$ cat src/design/fse_pkg.sv
// Shared types, character codes and lookup functions of the format string expander.
package fse_pkg;

  localparam int MAX_DIGITS = 20;
  localparam int IDX_W      = $clog2(MAX_DIGITS);
  localparam int ARG_W      = 64;
  localparam int STEP_W     = $clog2(ARG_W);
  localparam int LIT_N      = 3;
  localparam int LITC_W     = 2;

  localparam logic [7:0] CH_PCT   = 8'h25;
  localparam logic [7:0] CH_MINUS = 8'h2D;
  localparam logic [7:0] CH_ZERO  = 8'h30;
  localparam logic [7:0] CH_UA    = 8'h41;
  localparam logic [7:0] CH_LA    = 8'h61;
  localparam logic [7:0] CH_C     = 8'h63;
  localparam logic [7:0] CH_D     = 8'h64;
  localparam logic [7:0] CH_I     = 8'h69;
  localparam logic [7:0] CH_L     = 8'h6C;
  localparam logic [7:0] CH_P     = 8'h70;
  localparam logic [7:0] CH_S     = 8'h73;
  localparam logic [7:0] CH_U     = 8'h75;
  localparam logic [7:0] CH_X     = 8'h78;
  localparam logic [7:0] CH_UX    = 8'h58;

  localparam logic CMD_BYTE = 1'b0;
  localparam logic CMD_END  = 1'b1;

  // Commands from the controller to the datapath.
  typedef struct packed {
    logic load;
    logic emit;
    logic sel_digit;
    logic last;
    logic dabble;
    logic skip;
    logic finish;
  } fse_cmd_t;

  // Status from the datapath to the controller.
  typedef struct packed {
    logic lit_left;
    logic lit_one;
    logic num;
    logic hex;
    logic dab_done;
    logic digit_zero;
    logic idx_zero;
  } fse_stat_t;

  function automatic logic [7:0] digit_char(input logic [3:0] d, input logic upper);
    logic [7:0] c;
    if (d < 4'd10) begin
      c = CH_ZERO + {4'd0, d};
    end else begin
      c = (upper ? CH_UA : CH_LA) + {4'd0, d} - 8'd10;
    end
    return c;
  endfunction

endpackage

$ cat src/design/fse_in_if.sv
// Request channel carrying pattern bytes and argument words.
interface fse_in_if;
  import fse_pkg::*;
  logic              valid;
  logic              ready;
  logic              command;
  logic [7:0]        pattern_byte;
  logic [ARG_W-1:0]  argument_value;
  modport source (output valid, command, pattern_byte, argument_value, input ready);
  modport sink (input valid, command, pattern_byte, argument_value, output ready);
endinterface

$ cat src/design/fse_out_if.sv
// Result channel carrying emitted characters.
interface fse_out_if;
  logic        valid;
  logic        ready;
  logic [7:0]  out_char;
  logic        last_of_run;
  logic [31:0] emitted_count;
  modport source (output valid, out_char, last_of_run, emitted_count, input ready);
  modport sink (input valid, out_char, last_of_run, emitted_count, output ready);
endinterface

$ cat src/design/fse_datapath.sv
// Datapath: pattern decoding, literal queue, digit conversion and output register.
module fse_datapath import fse_pkg::*; (
  input  logic             clk,
  input  logic             rst,
  input  logic             command,
  input  logic [7:0]       pattern_byte,
  input  logic [ARG_W-1:0] argument_value,
  input  fse_cmd_t         cmd,
  output fse_stat_t        stat,
  output logic [7:0]       out_char,
  output logic             last_of_run,
  output logic [31:0]      emitted_count
);

  typedef enum logic [1:0] {MODE_IDLE, MODE_PCT, MODE_PCT_L} mode_t;

  mode_t            parse_mode, mode_next;
  logic [31:0]      char_count;
  logic [7:0]       lit [LIT_N];
  logic [LITC_W-1:0] lit_cnt;
  logic             num, hex, upper, clear_after;
  logic [ARG_W-1:0] value;
  logic [3:0]       digit_store [MAX_DIGITS];
  logic [IDX_W-1:0] idx;
  logic [STEP_W-1:0] step;

  logic [7:0]       d_lit [LIT_N];
  logic [LITC_W-1:0] d_cnt;
  logic             d_num, d_hex, d_up, d_clr, is_long, neg;
  logic [ARG_W-1:0] d_val;
  logic [4*MAX_DIGITS-1:0] d_wide;
  logic [31:0]      w_neg;
  logic [3:0]       adj [MAX_DIGITS];

  always_comb begin
    d_lit[0] = 8'd0;
    d_lit[1] = 8'd0;
    d_lit[2] = 8'd0;
    d_cnt = '0;
    d_num = 1'b0;
    d_hex = 1'b0;
    d_up = 1'b0;
    d_clr = 1'b0;
    d_val = argument_value;
    mode_next = MODE_IDLE;
    is_long = (parse_mode == MODE_PCT_L);
    neg = 1'b0;
    w_neg = 32'd0 - argument_value[31:0];
    if (command == CMD_END || pattern_byte == 8'd0) begin
      d_clr = 1'b1;
      if (parse_mode == MODE_PCT) begin
        d_lit[0] = CH_PCT;
        d_cnt = 2'd1;
      end else if (parse_mode == MODE_PCT_L) begin
        d_lit[0] = CH_PCT;
        d_lit[1] = CH_L;
        d_cnt = 2'd2;
      end
    end else if (parse_mode == MODE_PCT && pattern_byte == CH_L) begin
      mode_next = MODE_PCT_L;
    end else if (parse_mode == MODE_PCT || parse_mode == MODE_PCT_L) begin
      if (!is_long && pattern_byte == CH_PCT) begin
        d_lit[0] = CH_PCT;
        d_cnt = 2'd1;
      end else if (!is_long && pattern_byte == CH_C) begin
        d_lit[0] = argument_value[7:0];
        d_cnt = 2'd1;
      end else if (!is_long && pattern_byte == CH_S) begin
        d_lit[0] = CH_PCT;
        d_lit[1] = CH_S;
        d_cnt = 2'd2;
      end else if (!is_long && pattern_byte == CH_P) begin
        d_lit[0] = CH_ZERO;
        d_lit[1] = CH_X;
        d_cnt = 2'd2;
        d_num = 1'b1;
        d_hex = 1'b1;
      end else if (pattern_byte == CH_D || pattern_byte == CH_I) begin
        d_num = 1'b1;
        if (is_long) begin
          neg = argument_value[ARG_W-1];
          d_val = neg ? ('0 - argument_value) : argument_value;
        end else begin
          neg = argument_value[31];
          d_val = {32'd0, neg ? w_neg : argument_value[31:0]};
        end
        if (neg) begin
          d_lit[0] = CH_MINUS;
          d_cnt = 2'd1;
        end
      end else if (pattern_byte == CH_U || pattern_byte == CH_X || pattern_byte == CH_UX) begin
        d_num = 1'b1;
        d_val = is_long ? argument_value : {32'd0, argument_value[31:0]};
        d_hex = (pattern_byte != CH_U);
        d_up = (pattern_byte == CH_UX);
      end else begin
        d_lit[0] = CH_PCT;
        if (is_long) begin
          d_lit[1] = CH_L;
          d_lit[2] = pattern_byte;
          d_cnt = 2'd3;
        end else begin
          d_lit[1] = pattern_byte;
          d_cnt = 2'd2;
        end
      end
    end else if (pattern_byte == CH_PCT) begin
      mode_next = MODE_PCT;
    end else begin
      d_lit[0] = pattern_byte;
      d_cnt = 2'd1;
    end
  end

  // The argument widened to the full digit store, so every digit has a nibble.
  assign d_wide = {{(4*MAX_DIGITS-ARG_W){1'b0}}, d_val};

  // Double-dabble correction of each decimal digit before the shift.
  always_comb begin
    for (int i = 0; i < MAX_DIGITS; i++) begin
      adj[i] = (digit_store[i] >= 4'd5) ? digit_store[i] + 4'd3 : digit_store[i];
    end
  end

  always_ff @(posedge clk) begin
    if (rst) begin
      parse_mode <= MODE_IDLE;
      char_count <= 32'd0;
      lit_cnt <= '0;
      num <= 1'b0;
    end else begin
      if (cmd.load) begin
        parse_mode <= mode_next;
        lit <= d_lit;
        lit_cnt <= d_cnt;
        num <= d_num;
        hex <= d_hex;
        upper <= d_up;
        clear_after <= d_clr;
        value <= d_val;
        idx <= IDX_W'(MAX_DIGITS - 1);
        step <= '0;
        for (int i = 0; i < MAX_DIGITS; i++) begin
          digit_store[i] <= d_hex ? d_wide[4*i +: 4] : 4'd0;
        end
      end
      if (cmd.dabble) begin
        value <= {value[ARG_W-2:0], 1'b0};
        step <= step + 1'b1;
        digit_store[0] <= {adj[0][2:0], value[ARG_W-1]};
        for (int i = 1; i < MAX_DIGITS; i++) begin
          digit_store[i] <= {adj[i][2:0], adj[i-1][3]};
        end
      end
      if (cmd.skip || (cmd.emit && cmd.sel_digit && !stat.idx_zero)) begin
        idx <= idx - 1'b1;
      end
      if (cmd.emit) begin
        out_char <= cmd.sel_digit ? digit_char(digit_store[idx], upper) : lit[0];
        last_of_run <= cmd.last;
        emitted_count <= char_count + 32'd1;
        if (!cmd.sel_digit) begin
          lit[0] <= lit[1];
          lit[1] <= lit[2];
          lit_cnt <= lit_cnt - 1'b1;
        end
      end
      if (cmd.finish && clear_after) begin
        char_count <= 32'd0;
      end else if (cmd.emit) begin
        char_count <= char_count + 32'd1;
      end
    end
  end

  assign stat.lit_left   = (lit_cnt != '0);
  assign stat.lit_one    = (lit_cnt == LITC_W'(1));
  assign stat.num        = num;
  assign stat.hex        = hex;
  assign stat.dab_done   = &step;
  assign stat.digit_zero = (digit_store[idx] == 4'd0);
  assign stat.idx_zero   = (idx == '0);

endmodule

$ cat src/design/fse_ctrl.sv
// Controller: sequences literal output, digit conversion and digit output.
module fse_ctrl import fse_pkg::*; (
  input  logic      clk,
  input  logic      rst,
  input  logic      in_valid,
  output logic      in_ready,
  output logic      out_valid,
  input  logic      out_ready,
  input  fse_stat_t stat,
  output fse_cmd_t  cmd
);

  typedef enum logic [2:0] {S_IDLE, S_LIT, S_DAB, S_SCAN, S_DIG} state_t;

  state_t state, state_next;
  logic   can_emit;

  assign can_emit = !out_valid || out_ready;
  assign in_ready = (state == S_IDLE);

  always_comb begin
    cmd = '0;
    state_next = state;
    case (state)
      S_IDLE: begin
        if (in_valid) begin
          cmd.load = 1'b1;
          state_next = S_LIT;
        end
      end
      S_LIT: begin
        if (stat.lit_left) begin
          if (can_emit) begin
            cmd.emit = 1'b1;
            cmd.last = stat.lit_one && !stat.num;
            if (cmd.last) begin
              cmd.finish = 1'b1;
              state_next = S_IDLE;
            end
          end
        end else if (stat.num) begin
          state_next = stat.hex ? S_SCAN : S_DAB;
        end else begin
          cmd.finish = 1'b1;
          state_next = S_IDLE;
        end
      end
      S_DAB: begin
        cmd.dabble = 1'b1;
        if (stat.dab_done) begin
          state_next = S_SCAN;
        end
      end
      S_SCAN: begin
        if (stat.digit_zero && !stat.idx_zero) begin
          cmd.skip = 1'b1;
        end else begin
          state_next = S_DIG;
        end
      end
      S_DIG: begin
        if (can_emit) begin
          cmd.emit = 1'b1;
          cmd.sel_digit = 1'b1;
          cmd.last = stat.idx_zero;
          if (stat.idx_zero) begin
            cmd.finish = 1'b1;
            state_next = S_IDLE;
          end
        end
      end
      default: begin
        state_next = S_IDLE;
      end
    endcase
  end

  always_ff @(posedge clk) begin
    if (rst) begin
      state <= S_IDLE;
      out_valid <= 1'b0;
    end else begin
      state <= state_next;
      if (cmd.emit) begin
        out_valid <= 1'b1;
      end else if (out_ready) begin
        out_valid <= 1'b0;
      end
    end
  end

endmodule

$ cat src/design/format_string_expander.sv
// Top level of the printf-style format string expander.
// Requests arrive on the item channel: each carries a command (pattern byte
// or end of pattern), a pattern byte and a 64-bit argument word. Formatted
// characters leave on the result channel, one per request on that channel,
// each with a running count, and the final character caused by an item is
// marked with last_of_run. An item that causes no character gives nothing.
// The block handles one item at a time. An ordinary byte is loaded into the
// literal queue when it is accepted and moves on into the output register
// once the receiver can take it; only then can the next item be accepted.
// A conversion first gives out its literals; a decimal conversion then
// runs a shift-and-add-three binary to decimal pass. Every conversion then
// skips the leading zero digits, finds the first digit and emits the
// digits in turn. The output register lets a new item be accepted while
// the last character of the previous item still waits for the receiver.
// When the receiver stalls, the character and its count are held and no
// further character is emitted, though a binary to decimal pass or a
// zero-digit scan already under way goes on.
// Reset (synchronous, active high) returns the parser to its idle mode,
// clears the count and empties the output register.
module format_string_expander import fse_pkg::*; (
  input logic      clk,
  input logic      rst,
  fse_in_if.sink   item,
  fse_out_if.source result
);

  fse_cmd_t  cmd;
  fse_stat_t stat;

  // The controller owns the handshakes; the datapath owns all payload state.
  fse_ctrl u_ctrl (
    .clk       (clk),
    .rst       (rst),
    .in_valid  (item.valid),
    .in_ready  (item.ready),
    .out_valid (result.valid),
    .out_ready (result.ready),
    .stat      (stat),
    .cmd       (cmd)
  );

  fse_datapath u_dp (
    .clk            (clk),
    .rst            (rst),
    .command        (item.command),
    .pattern_byte   (item.pattern_byte),
    .argument_value (item.argument_value),
    .cmd            (cmd),
    .stat           (stat),
    .out_char       (result.out_char),
    .last_of_run    (result.last_of_run),
    .emitted_count  (result.emitted_count)
  );

endmodule

$ cat src/flat_wrapper.sv
// flat-port wrapper written by rule: the top's interface ports become plain ports
module format_string_expander_flat import fse_pkg::*;
  (clk, rst, item_valid, item_command, item_pattern_byte, item_argument_value, item_ready, result_valid, result_out_char, result_last_of_run, result_emitted_count, result_ready);
  fse_in_if item_i ();
  fse_out_if result_i ();
  input logic clk;
  input logic rst;
  input wire logic [$bits(item_i.valid)-1:0] item_valid;
  input wire logic [$bits(item_i.command)-1:0] item_command;
  input wire logic [$bits(item_i.pattern_byte)-1:0] item_pattern_byte;
  input wire logic [$bits(item_i.argument_value)-1:0] item_argument_value;
  output wire logic [$bits(item_i.ready)-1:0] item_ready;
  output wire logic [$bits(result_i.valid)-1:0] result_valid;
  output wire logic [$bits(result_i.out_char)-1:0] result_out_char;
  output wire logic [$bits(result_i.last_of_run)-1:0] result_last_of_run;
  output wire logic [$bits(result_i.emitted_count)-1:0] result_emitted_count;
  input wire logic [$bits(result_i.ready)-1:0] result_ready;
  assign item_i.valid = item_valid;
  assign item_i.command = item_command;
  assign item_i.pattern_byte = item_pattern_byte;
  assign item_i.argument_value = item_argument_value;
  assign item_ready = item_i.ready;
  assign result_valid = result_i.valid;
  assign result_out_char = result_i.out_char;
  assign result_last_of_run = result_i.last_of_run;
  assign result_emitted_count = result_i.emitted_count;
  assign result_i.ready = result_ready;
  format_string_expander u_core (.clk(clk), .rst(rst), .item(item_i), .result(result_i));
endmodule
$ cat config.mk
export PLATFORM = sky130hd
export DESIGN_NAME = format_string_expander_flat
export DESIGN_NICKNAME = d
export VERILOG_FILES = /design/src/design/fse_pkg.sv /design/src/design/fse_in_if.sv /design/src/design/fse_out_if.sv /design/src/design/fse_datapath.sv /design/src/design/fse_ctrl.sv /design/src/design/format_string_expander.sv /design/src/flat_wrapper.sv
export SDC_FILE = /design/constraint.sdc
export NUM_CORES = 1
export LEC_CHECK = 0
export BUFFER_PORTS_ARGS = -buffer_cell sky130_fd_sc_hd__clkbuf_2
export CORE_MARGIN = 10
export CORE_UTILIZATION = 52
export DETAILED_ROUTE_END_ITERATION = 8
export GPL_TIMING_DRIVEN = 0
export MAX_ROUTING_LAYER = met4
export PLACE_DENSITY = 0.7
export SYNTH_ARGS = -nofsm -noshare
export SYNTH_HDL_FRONTEND = slang
export SYNTH_SLANG_ARGS = --single-unit
$ cat constraint.sdc
create_clock -name clk -period 7.6 [get_ports clk]
set_clock_uncertainty 0.1 [all_clocks]
set_input_delay 1.52 -clock clk [delete_from_list [all_inputs] [get_ports clk]]
set_output_delay 1.52 -clock clk [all_outputs]
set_load 0.01 [all_outputs]
Yosys cells after proc, flatten, opt, wreduce, memory -nomap -nowiden. Memories as Yosys holds them, arrays and structs flattened. A register that Yosys moved wholly into a read port is not among the register bits. Index checks and enable logic that the tools add are counted.

Register bits after elaboration: 184. Latch bits: 0. Memory bits (writable): 80. ROM bits: 0. Input bits: 77. Output and inout bits: 43. Logic and storage cells: 364. Memories kept: 1.

Add/sub/neg operators: 29. $mul: 0. Div/mod/pow operators: 0. $lt $le $gt $ge: 21. Equality and inequality tests: 25. Shift-type cells: 0. Mux-type cells: 208. Bitwise operators: 23. Reduce and logical (&&, ||, !) cells: 38.

Memories: u_core.u_dp.digit_store (depth 20, width 4, rd ports 21, clocked after memory_dff 1, write ports 20, line fse_datapath.sv:23) `logic [3:0] digit_store [MAX_DIGITS];`.

Operators by type and width (number): $mux W64 (14); $mux W16 (16); $mux W24 (10); $mux W4 (55); $mux W8 (14); $ge A4 B3 Y1 const B (20); $add A4 B2 Y4 const B (19); $eq A8 B7 Y1 const B (9); $sub A1 B64 Y64 const A (1); $mux W1 (58); $mux W2 (17); $add A32 B1 Y32 const B (1); $mux W32 (1); $sub A1 B32 Y32 const A (1); $mux W3 (10); $mux W6 (4); $mux W22 (1); $or A1 B1 Y1 (20); $mux W5 (3); $pmux W3 S5 (1); $mux W14 (1); $logic_and A1 B1 Y1 (10); $reduce_or A9 Y1 (1); $add A7 B4 Y8 (1); other kinds (31) (56).

Depth between registers and ports, before layout. Gate-level depths: netlist of the first run.

Word-level depth: 30. Depth in mapped cells: 15. Mapped depth without buffers: 12.

Modules after synthesis. Synthesis of the first run repeated with hierarchy kept, for this count alone.

Cell total of the unflattened synthesis: 1634. Area, all modules: 16351.9 um2.

Modules (own cells, without submodules): fse_datapath (instances 1, cells each 1589, area each 15987.8 um2, seq. area each 7537.2 um2); fse_ctrl (instances 1, cells each 45, area each 364.1 um2, seq. area each 80.1 um2).

Worst setup path before layout of the first run. OpenSTA, ideal clock, no wires.

Path type: input -> register. Start: in rst. End: mem u_core.u_dp.digit_store[0][0], enable pin. Library setup time: 0.798 ns. Arrival time: 4.031 ns. Required time: 6.702 ns. Setup slack: 2.671 ns. Stages on the path: 5. Buffers on the path: 2. Cell sequence: clkbuf_1 > inv_1 > nand2_1 > clkbuf_1 > nand2_1.

RTL lines: start: declaration (line flat_wrapper.sv:7) `input logic rst;`; end: declaration (line fse_datapath.sv:23).

==> flow_summary.ini, run 1 <==
[global_routing]
grt_max_degree = 69
antenna_found_initial = 1
grt_use_total_pct = 24.9
grt-ovfl-total = 0
grt_pass1_vias = 13400
grt_pass1_wl_um = 75500

[detailed_routing]
antenna_left = 0
via_count = 14000
wire_per_inst_um = 21.8
drcViolationCount = 0
dr.pass1.iters = 6
via_per_inst = 6.31
dr.first_iter.drc_count = 1293
drt-total-wl_um = 48500

[floorplan]
dieWidth_um = 196
rows = 64
die_area_um2 = 38400
die_y_um = 196
core_um2 = 30600
boundaryPins = 120
start_util_pct = 52.7

[sta]
finalCritPeriodShare_pct = 65.0
worst_slack_ps = 2660
max_slew_margin_pct = 7.66
clock.fmax_ghz = 0.202
setup_violations = 0
tightestPinTransition_ps = 1370
slew_violations = 0
grt_setup_unrepaired = false
fin_tns_setup_ps = 0
final_hold_viol_count = 0
period_needed_ps = 4940

[synthesis]
ys.warnings.count = 0
post_synth.cell_area_avg_um2 = 9.71
synth-edff-count = 223
syn_area_um2 = 16100
synth_top_cell_area_share_pct = 41.5
synthCells = 1661
yosysSeqAreaShare_pct = 47.2
ys.flop_type = edfxtp_1
syn_nets = 1789
synth.area.top_cells = edfxtp_1 42%, dfxtp_1 5.7%, a21oi_1 5.4%, nor2_1 4.7%, ha_1 4.0%
ys_seq_elements = 269
yosysUniqueCellTypes = 79
async_flop_share_pct = 0
yosys.area.top_type = edfxtp_1

[clock_tree]
ctsHoldBuffers = 0
clockRootBuffer = clkbuf_16
cts_made_buffers = 29
worstSkewPairLatency_ps = 560
post_cts_resized = 0
clock_path_buffers = 3
htree_levels = 1
clk_pin_slew_ps = 60
post_cts_buffers = 0
cts.sinks = 269
cts_tree = built

[place]
portBuffers = 113
dp_slack_ps = 2380
dp_hpwl_um = 35800
gp_congestion = 0.954

[finish]
fin_util_pct = 59.4
layout-drive-gt1-share_pct = 10.8
syn_to_final_growth_pct = 12.6
n_fill_cell = 2644
layout.nets = 1936

[power]
power.share.clock_pct = 39.0
powerDensity_nw_per_um2 = 192
switching_share_pct = 25.3
p_leak_nw = 6.48
power.switching_w = 0.000883
power_frac_seq_pct = 49.8
ir_worst_vdd_mv = 0.178
combPwrFrac_pct = 11.2
internal_power_w = 0.00260

[worst_setup_path]
path_class = reg -> reg
reg2reg_slack_ps = 2660
required_ps = 7680
worstPathArrival_ps = 5020
worstSetupEndpointType = flip-flop
path_max_fanout = 10
reg2reg_to = u_core.u_dp.idx[3]
cp-start-kind = flip-flop
endpoint = u_core.u_dp.idx[3]
rr_worst_depth = 12

[run_status]
status = finished, final reports clean

[job]
max_cap_viol_count = 0

[hold_path]
hold_class = reg -> reg
synth_stat cells (all sizes together), types with 6 or more instances:
master	n
mux4	17
o21ai	68
xnor2	56
and4	6
o32ai	9
ha	51
mux2	6
nor3b	28
nor4	14
nor3	34
nand2	103
a21oi	173
and3	26
and2	9
clkbuf	79
a22oi	8
or4	18
o311ai	13
dfxtp	46
buf	14
nand4	18
o22ai	58
mux2i	8
edfxtp	223
o211ai	18
inv	71
or3	21
nand3	46
xor2	67
a31oi	21
nand3b	6
o31a	6
nor2	204
a211oi	15
nor2b	7
nand2b	31
o31ai	7
worst max-delay path: stages (launching register included):
cell	delay, ps
dfxtp_1	300
clkbuf_1	350
buf_2	430
buf_2	380
mux4_2	350
and2_1	170
o21ai_0	450
nand3_1	270
inv_1	190
ha_1	160
and3_1	190
a31oi_1	270
o31ai_1	940
state kept, by name, indices dropped and copies added, names as in the netlist, 3 cells and up, named ones only:
register	cells
u_core.u_dp.out_char	8
u_core.u_dp.step	6
u_core.u_dp.char_count	32
u_core.u_dp.idx	5
u_core.u_dp.lit	24
u_core.u_ctrl.state	3
u_core.u_dp.value	64
u_core.u_dp.digit_store	80
u_core.u_dp.emitted_count	32
power by group through the flow:
stage	sequential (W)	clock (W)	combinational, W
global placement	0.00177	0	0.000364
finish	0.00174	0.00136	0.000390
CTS	0.00174	0.00138	0.000387
global route	0.00174	0.00143	0.000430
floorplan	0.00175	0	0.000247
detailed placement	0.00177	0	0.000384
placed cells by master, fill, tap and decap left out, drive strengths merged, types with 7 or more instances in the layout:
cell,n
a211oi,15
a21oi,173
a22oi,8
a31oi,21
and2,9
and3,26
buf,17
clkbuf,231
clkinv,8
dfxtp,46
edfxtp,223
ha,51
inv,72
mux2i,8
mux4,17
nand2,103
nand2b,31
nand3,46
nand4,18
nor2,204
nor2b,7
nor3,34
nor3b,28
nor4,14
o211ai,18
o21ai,68
o22ai,58
o311ai,13
o31ai,7
o32ai,9
or3,21
or4,18
xnor2,56
xor2,67
final cells by class:
cell class              instances  area, µm²  area share, %
diodes                          1       2.50         0.0138
plain buffers                  93        364           2.00
clock buffers                  39        773           4.26
clock inverters                 9        105          0.579
inverters                      73        274           1.51
multi-input cells            1226       7890           43.4
flip-flops and latches        269       7620           41.9
well taps                     396        495           2.73
repair buffers                116        641           3.53
layer usage:
metal / routed length [µm] / GRT usage [%] / vias up
met5: 0 / - / -
li1: - / - / 6467
met4: 1280 / 6.87 / 0
met3: 4200 / 3.53 / 98
met2: 22500 / 39.0 / 684
met1: 20500 / 33.3 / 6770
stage by stage:
step	hold WS (ps)	area [µm²]	total power [W]	cells
2_1_floorplan	346	16100	0.00200	1661
3_3_place_gp	356	17200	0.00214	2170
3_5_place_dp	371	17300	0.00215	2173
4_1_cts	381	18200	0.00350	2221
5_1_grt	403	18200	0.00361	2222
6_report	378	18200	0.00349	2222
worst min path at each step:
stage                                       from                     end  slack, ps  depth (start not counted)
after floorplan                  u_core.u_dp.num         u_core.u_dp.num        350                          2
after global placement    u_core.u_dp.lit_cnt[1]  u_core.u_dp.lit_cnt[1]        360                          2
after detailed placement         u_core.u_dp.num         u_core.u_dp.num        370                          2
after CTS                        u_core.u_dp.num         u_core.u_dp.num        380                          2
after global routing             u_core.u_dp.num         u_core.u_dp.num        400                          2
final                            u_core.u_dp.num         u_core.u_dp.num        380                          2
kinds of logic after synthesis:
group	after synthesis	synth area share [%]
flops	269	47.2
fa+ha+maj	51	3.96
xor+xnor	123	6.68
mux	31	3.29
compound gates	440	16.9
simple gates	581	18.0
buf+inv	166	3.96
No activity file was read; power rests on OpenSTA's default activity.
==> run 2: changes to the inputs <==
Settings changed: ABC_AREA set to 1.
Clock period 7.6 ns to 4.57 ns, I/O delays scaled along.
==> flow_summary.ini, run 2 <==
[worst_setup_path]
path_common_cell = clkbuf_1
cpMaxStageDelayCell = clkbuf_1
worstSetupEndpointType = flip-flop
required_ps = 4550
cp-start-kind = input port
critPathLaunch = rst
rr_startpoint = u_core.u_ctrl.state[2]
path_max_fanout = 70
reg2reg_slack_ps = 880
path_buf_inv = 4
path_class = in -> reg
cp_num_cells = 6
reg2reg_to = u_core.u_dp.value[21]
slowest_delay_ps = 710
endpoint = u_core.u_dp.value[21]
path_cells = clkbuf_1 -> nor2_1 -> inv_1 -> clkbuf_1 -> clkbuf_1 -> nand2_4
rr_worst_depth = 7
worstPathArrival_ps = 3950
cp_top_family = buffers and inverters

[sta]
worst_slack_ps = 597
clock.fmax_ghz = 0.252
max_slew_margin_pct = 13.7
holdWs_ps = 387
finalCritPeriodShare_pct = 86.9
setup_violations = 0
slew_violations = 0
tightestPinTransition_ps = 1290
period_needed_ps = 3970
grt_setup_unrepaired = false
final_hold_viol_count = 0

[finish]
syn_to_final_growth_pct = 12.5
reg_top3 = u_core.u_dp.digit_store (80), u_core.u_dp.value (64)
most-common-layout-cells = 788 x nand2_1, 275 x inv_1, 255 x nand3_1
n_antenna_cell = 0
largest_reg_flops = 80
final_common_cell = nand2_1
layout-drive-gt1-share_pct = 9.45
stdcell_area_um2 = 20100
top_register = u_core.u_dp.digit_store
layout.nets = 2737

[place]
portBuffers = 117
gp_congestion = 0.997
dp_slack_ps = 122
placed_area_um2 = 19100
dp_hpwl_um = 44800

[clock_tree]
clock_path_buffers = 3
ctsHoldBuffers = 0
cts.sinks = 269
cts_made_buffers = 31
htree_levels = 1
cts_tree = built
clk_pin_slew_ps = 60
post_cts_resized = 0
clockRootBuffer = clkbuf_16
worstSkewPairLatency_ps = 570
post_cts_buffers = 0

[detailed_routing]
antenna_left = 0
dr.first_iter.drc_count = 1758
wire_per_inst_um = 18.5
via_count = 17300
drt-total-wl_um = 57200
dr.pass1.iters = 8
drcViolationCount = 0
via_per_inst = 5.60

[floorplan]
dieWidth_um = 205
die_area_um2 = 42200
start_util_pct = 53.0
die_y_um = 205
core_um2 = 33700
rows = 67
boundaryPins = 120

[global_routing]
grt_pass1_wl_um = 89100
grt_pass1_vias = 16200
grt_max_degree = 71
grt_use_total_pct = 27.5
antenna_found_initial = 0
grt-ovfl-total = 0

[synthesis]
syn_area_um2 = 17900
yosysUniqueCellTypes = 43
synth.area.top_cells = edfxtp_1 37%, nand2_1 17%, nand3_1 7.1%, inv_1 5.8%, dfxtp_1 5.2%
synth-xor-area-share_pct = 2.84
synth-edff-count = 223
muxShareOfSynthArea_pct = 0
syn_nets = 2584
synth.most_common_cell = nand2_1
yosys.area_share.simple_pct = 32.8
yosysSeqAreaShare_pct = 42.6
synth_top_family_by_area = simple AND/OR/NAND/NOR gates
synthCells = 2456
ys.warnings.count = 0
synth_compound_area_share_pct = 9.95
synth_fa_ha_area_share_pct = 3.57
ys_seq_elements = 269
async_flop_share_pct = 0
synth_top_cell_area_share_pct = 37.5
yosys.area.top_type = edfxtp_1
post_synth.cell_area_avg_um2 = 7.27
netlist_top_cells_count = 790 x nand2_1, 275 x inv_1, 255 x nand3_1
ys.flop_type = edfxtp_1

[run_status]
status = finished, final reports clean

[power]
switching_share_pct = 38.4
internal_power_w = 0.00587
ir_worst_vdd_mv = 0.505
power_frac_seq_pct = 40.9
powerDensity_nw_per_um2 = 474
p_leak_nw = 8.99
power.share.clock_pct = 25.4
power.switching_w = 0.00365
combPwrFrac_pct = 33.8

[hold_path]
hold_class = reg -> reg

[job]
max_cap_viol_count = 0
-- run 2: cell types whose count changed in the layout (fill, tap and decap cells not counted), moves of 21 or more --
cell	before	now
or3_1	21	0
inv_1	71	275
a21oi_1	173	110
xnor2_1	56	8
nor3b_1	28	4
o22ai_1	58	2
nand4_1	18	53
nand3_1	45	255
clkbuf_1	88	48
nand2b_1	31	0
and3_1	26	0
o21ai_0	61	145
nand2_1	101	788
-- run 2: worst min-delay path by stage --
stage | startpoint | to | slack, ps | cells after the start
final | u_core.u_dp.parse_mode[0] | u_core.u_dp.parse_mode[0] | 390 | 2
after global placement | u_core.u_dp.parse_mode[0] | u_core.u_dp.parse_mode[0] | 380 | 2
after floorplan | u_core.u_dp.idx[4] | flip-flop | 350 | 2
after detailed placement | u_core.u_dp.parse_mode[0] | u_core.u_dp.parse_mode[0] | 380 | 2
after global routing | u_core.u_dp.value[22] | u_core.u_dp.value[23] | 430 | 2
after CTS | u_core.u_dp.parse_mode[0] | u_core.u_dp.parse_mode[0] | 390 | 2
-- run 2: cell families (layout without fill, tap and decap cells) --
logic type,Yosys count,after routing
compound gates,330,330
flops,269,269
fa+ha+maj,51,51
xor+xnor,58,58
simple gates,1380,1380
buf+inv,368,546
-- run 2: power by group through the flow --
stage / clock [W] / sequential, W / combinational [W]
3_5_place_dp: 0 / 0.00392 / 0.00317
5_1_grt: 0.00255 / 0.00395 / 0.00360
2_1_floorplan: 0 / 0.00385 / 0.00218
6_report: 0.00242 / 0.00389 / 0.00321
3_3_place_gp: 0 / 0.00396 / 0.00302
4_1_cts: 0.00243 / 0.00388 / 0.00319
-- run 2: area by class of cell --
cell class / count / area (µm²)
Fill cell: 3164 / 13600
Multi-Input combinational cell: 1819 / 8800
Sequential cell: 269 / 7620
Inverter: 291 / 1090
Clock buffer: 43 / 882
Timing Repair Buffer: 120 / 644
Tap cell: 448 / 561
Buffer: 77 / 377
Clock inverter: 15 / 113
-- run 2: tightest hold or removal path, cell delays in order (launching register included) --
cell	delay, ps
dfxtp_1	320
nand2_1	60
a21oi_1	50
-- run 2: metal layers --
metal  share of wire, %  track usage (%)  vias to the layer above
li1                   -                -                     8429
met1                 46             38.1                     8043
met3                7.5             3.33                       91
met5                  0                -                        -
met4                2.8             8.35                        0
met2                 44             41.3                      703
-- run 2: metrics by stage --
stage	TNS, ps	power (W)	instances	util [%]
after floorplan	0	0.00603	2456	-
after global placement	-264260	0.00698	3021	56.4
after detailed placement	0	0.00709	3024	56.7
after CTS	0	0.00950	3082	59.6
after global routing	0	0.0101	3082	59.6
final	0	0.00952	3082	59.6
==> run 3: changes to the inputs <==
Settings changed: CTS_BUF_LIST set to sky130_fd_sc_hd__clkbuf_4 sky130_fd_sc_hd__clkbuf_8.
==> flow_summary.ini, run 3 (synthesized netlist as in run 2, its figures left out) <==
[power]
power.switching_w = 0.00365
switching_share_pct = 38.5
p_leak_nw = 9.02
powerDensity_nw_per_um2 = 472
combPwrFrac_pct = 33.9
internal_power_w = 0.00583
power.share.clock_pct = 25.0
ir_worst_vdd_mv = 0.601
power_w = 0.00948
power_frac_seq_pct = 41.1

[global_routing]
antenna_found_initial = 0
grt_pass1_wl_um = 89600
grt-ovfl-total = 0
grt_max_degree = 71
grt_pass1_vias = 16400
grt_use_total_pct = 27.8

[floorplan]
rows = 67
die_area_um2 = 42200
boundaryPins = 120
start_util_pct = 53.0
core_um2 = 33700
dieWidth_um = 205
die_y_um = 205

[detailed_routing]
drt-total-wl_um = 57600
wire_per_inst_um = 18.5
antenna_left = 0
dr.first_iter.drc_count = 1818
via_count = 17500
drcViolationCount = 0
via_per_inst = 5.63
dr.pass1.iters = 6

[place]
portBuffers = 117
dp_hpwl_um = 44800
gp_congestion = 0.997
dp_cells = 3024

[sta]
setup_violations = 0
tightestPinTransition_ps = 1290
final_hold_viol_count = 0
slew_violations = 0
finalCritPeriodShare_pct = 84.9
grt_setup_unrepaired = false
clock.fmax_ghz = 0.258
max_slew_margin_pct = 13.9
period_needed_ps = 3880

[worst_setup_path]
path_max_fanout = 70
cp-start-kind = input port
rr_worst_depth = 7
required_ps = 4590
worstPathArrival_ps = 3900
worstSetupEndpointType = flip-flop
path_class = in -> reg

[clock_tree]
worstSkewPairLatency_ps = 620
clk_pin_slew_ps = 60
ctsHoldBuffers = 0
post_cts_buffers = 0
cts_tree = built
cts.sinks = 269
clock_path_buffers = 3
cts_made_buffers = 46
clockRootBuffer = clkbuf_8
htree_levels = 2
post_cts_resized = 0

[finish]
top_register = u_core.u_dp.digit_store
fin_util_pct = 59.6
stdcell_count = 3108
syn_to_final_growth_pct = 12.5
layout.nets = 2752
most-common-layout-cells = 788 x nand2_1, 275 x inv_1, 255 x nand3_1
layout-drive-gt1-share_pct = 10.5
reg_top3 = u_core.u_dp.digit_store (80), u_core.u_dp.value (64)
final_common_cell = nand2_1
largest_reg_flops = 80
n_antenna_cell = 0

[hold_path]
hold_class = reg -> reg
hold_depth = 2

[run_status]
status = finished, final reports clean

[job]
max_cap_viol_count = 0
run 3: worst paths after layout:
kind                              from                         to  slack, ps
min reg2reg  u_core.u_dp.parse_mode[0]  u_core.u_dp.parse_mode[0]        390
max                                rst        u_core.u_dp.step[4]        690
max reg2reg     u_core.u_ctrl.state[0]        u_core.u_dp.step[4]        900
min          u_core.u_dp.parse_mode[0]  u_core.u_dp.parse_mode[0]        390
run 3: metrics by stage:
stage,hold slack (ps),area [µm²],setup slack [ps],TNS (ps)
2_1_floorplan,353,17900,313,0
3_3_place_gp,376,19000,-1680,-264260
3_5_place_dp,383,19100,122,0
4_1_cts,393,20100,783,0
5_1_grt,435,20100,506,0
6_report,390,20100,689,0
run 3: final cells by class:
type	instances	area [µm²]
fill	3158	13600
multi-input combinational	1819	8800
sequential	269	7620
inverter	291	1090
clock buffer	66	808
timing repair buffer	120	644
tap	448	561
buffer	77	377
clock inverter	18	186
run 3: worst max-delay path, cell delays in order:
cell and delay (ps):
clkbuf_1 670, nor2_1 140, inv_1 150, clkbuf_1 570, clkbuf_1 690, nand2_4 680
run 3: power by group through the flow:
stage | Clock (W) | Sequential, W | Combinational (W)
6_report | 0.00237 | 0.00389 | 0.00321
5_1_grt | 0.00251 | 0.00395 | 0.00360
4_1_cts | 0.00240 | 0.00388 | 0.00319
3_5_place_dp | 0 | 0.00392 | 0.00317
3_3_place_gp | 0 | 0.00396 | 0.00302
2_1_floorplan | 0 | 0.00385 | 0.00218
run 3: metal layers:
metal	up-vias	GRT usage [%]	wire length, µm	part of all wire [%]
met5	-	-	0	0
met3	117	3.30	4300	7.5
li1	8468	-	-	-
met2	705	41.7	25400	44
met4	0	10.6	1810	3.2
met1	8211	38.0	26000	45
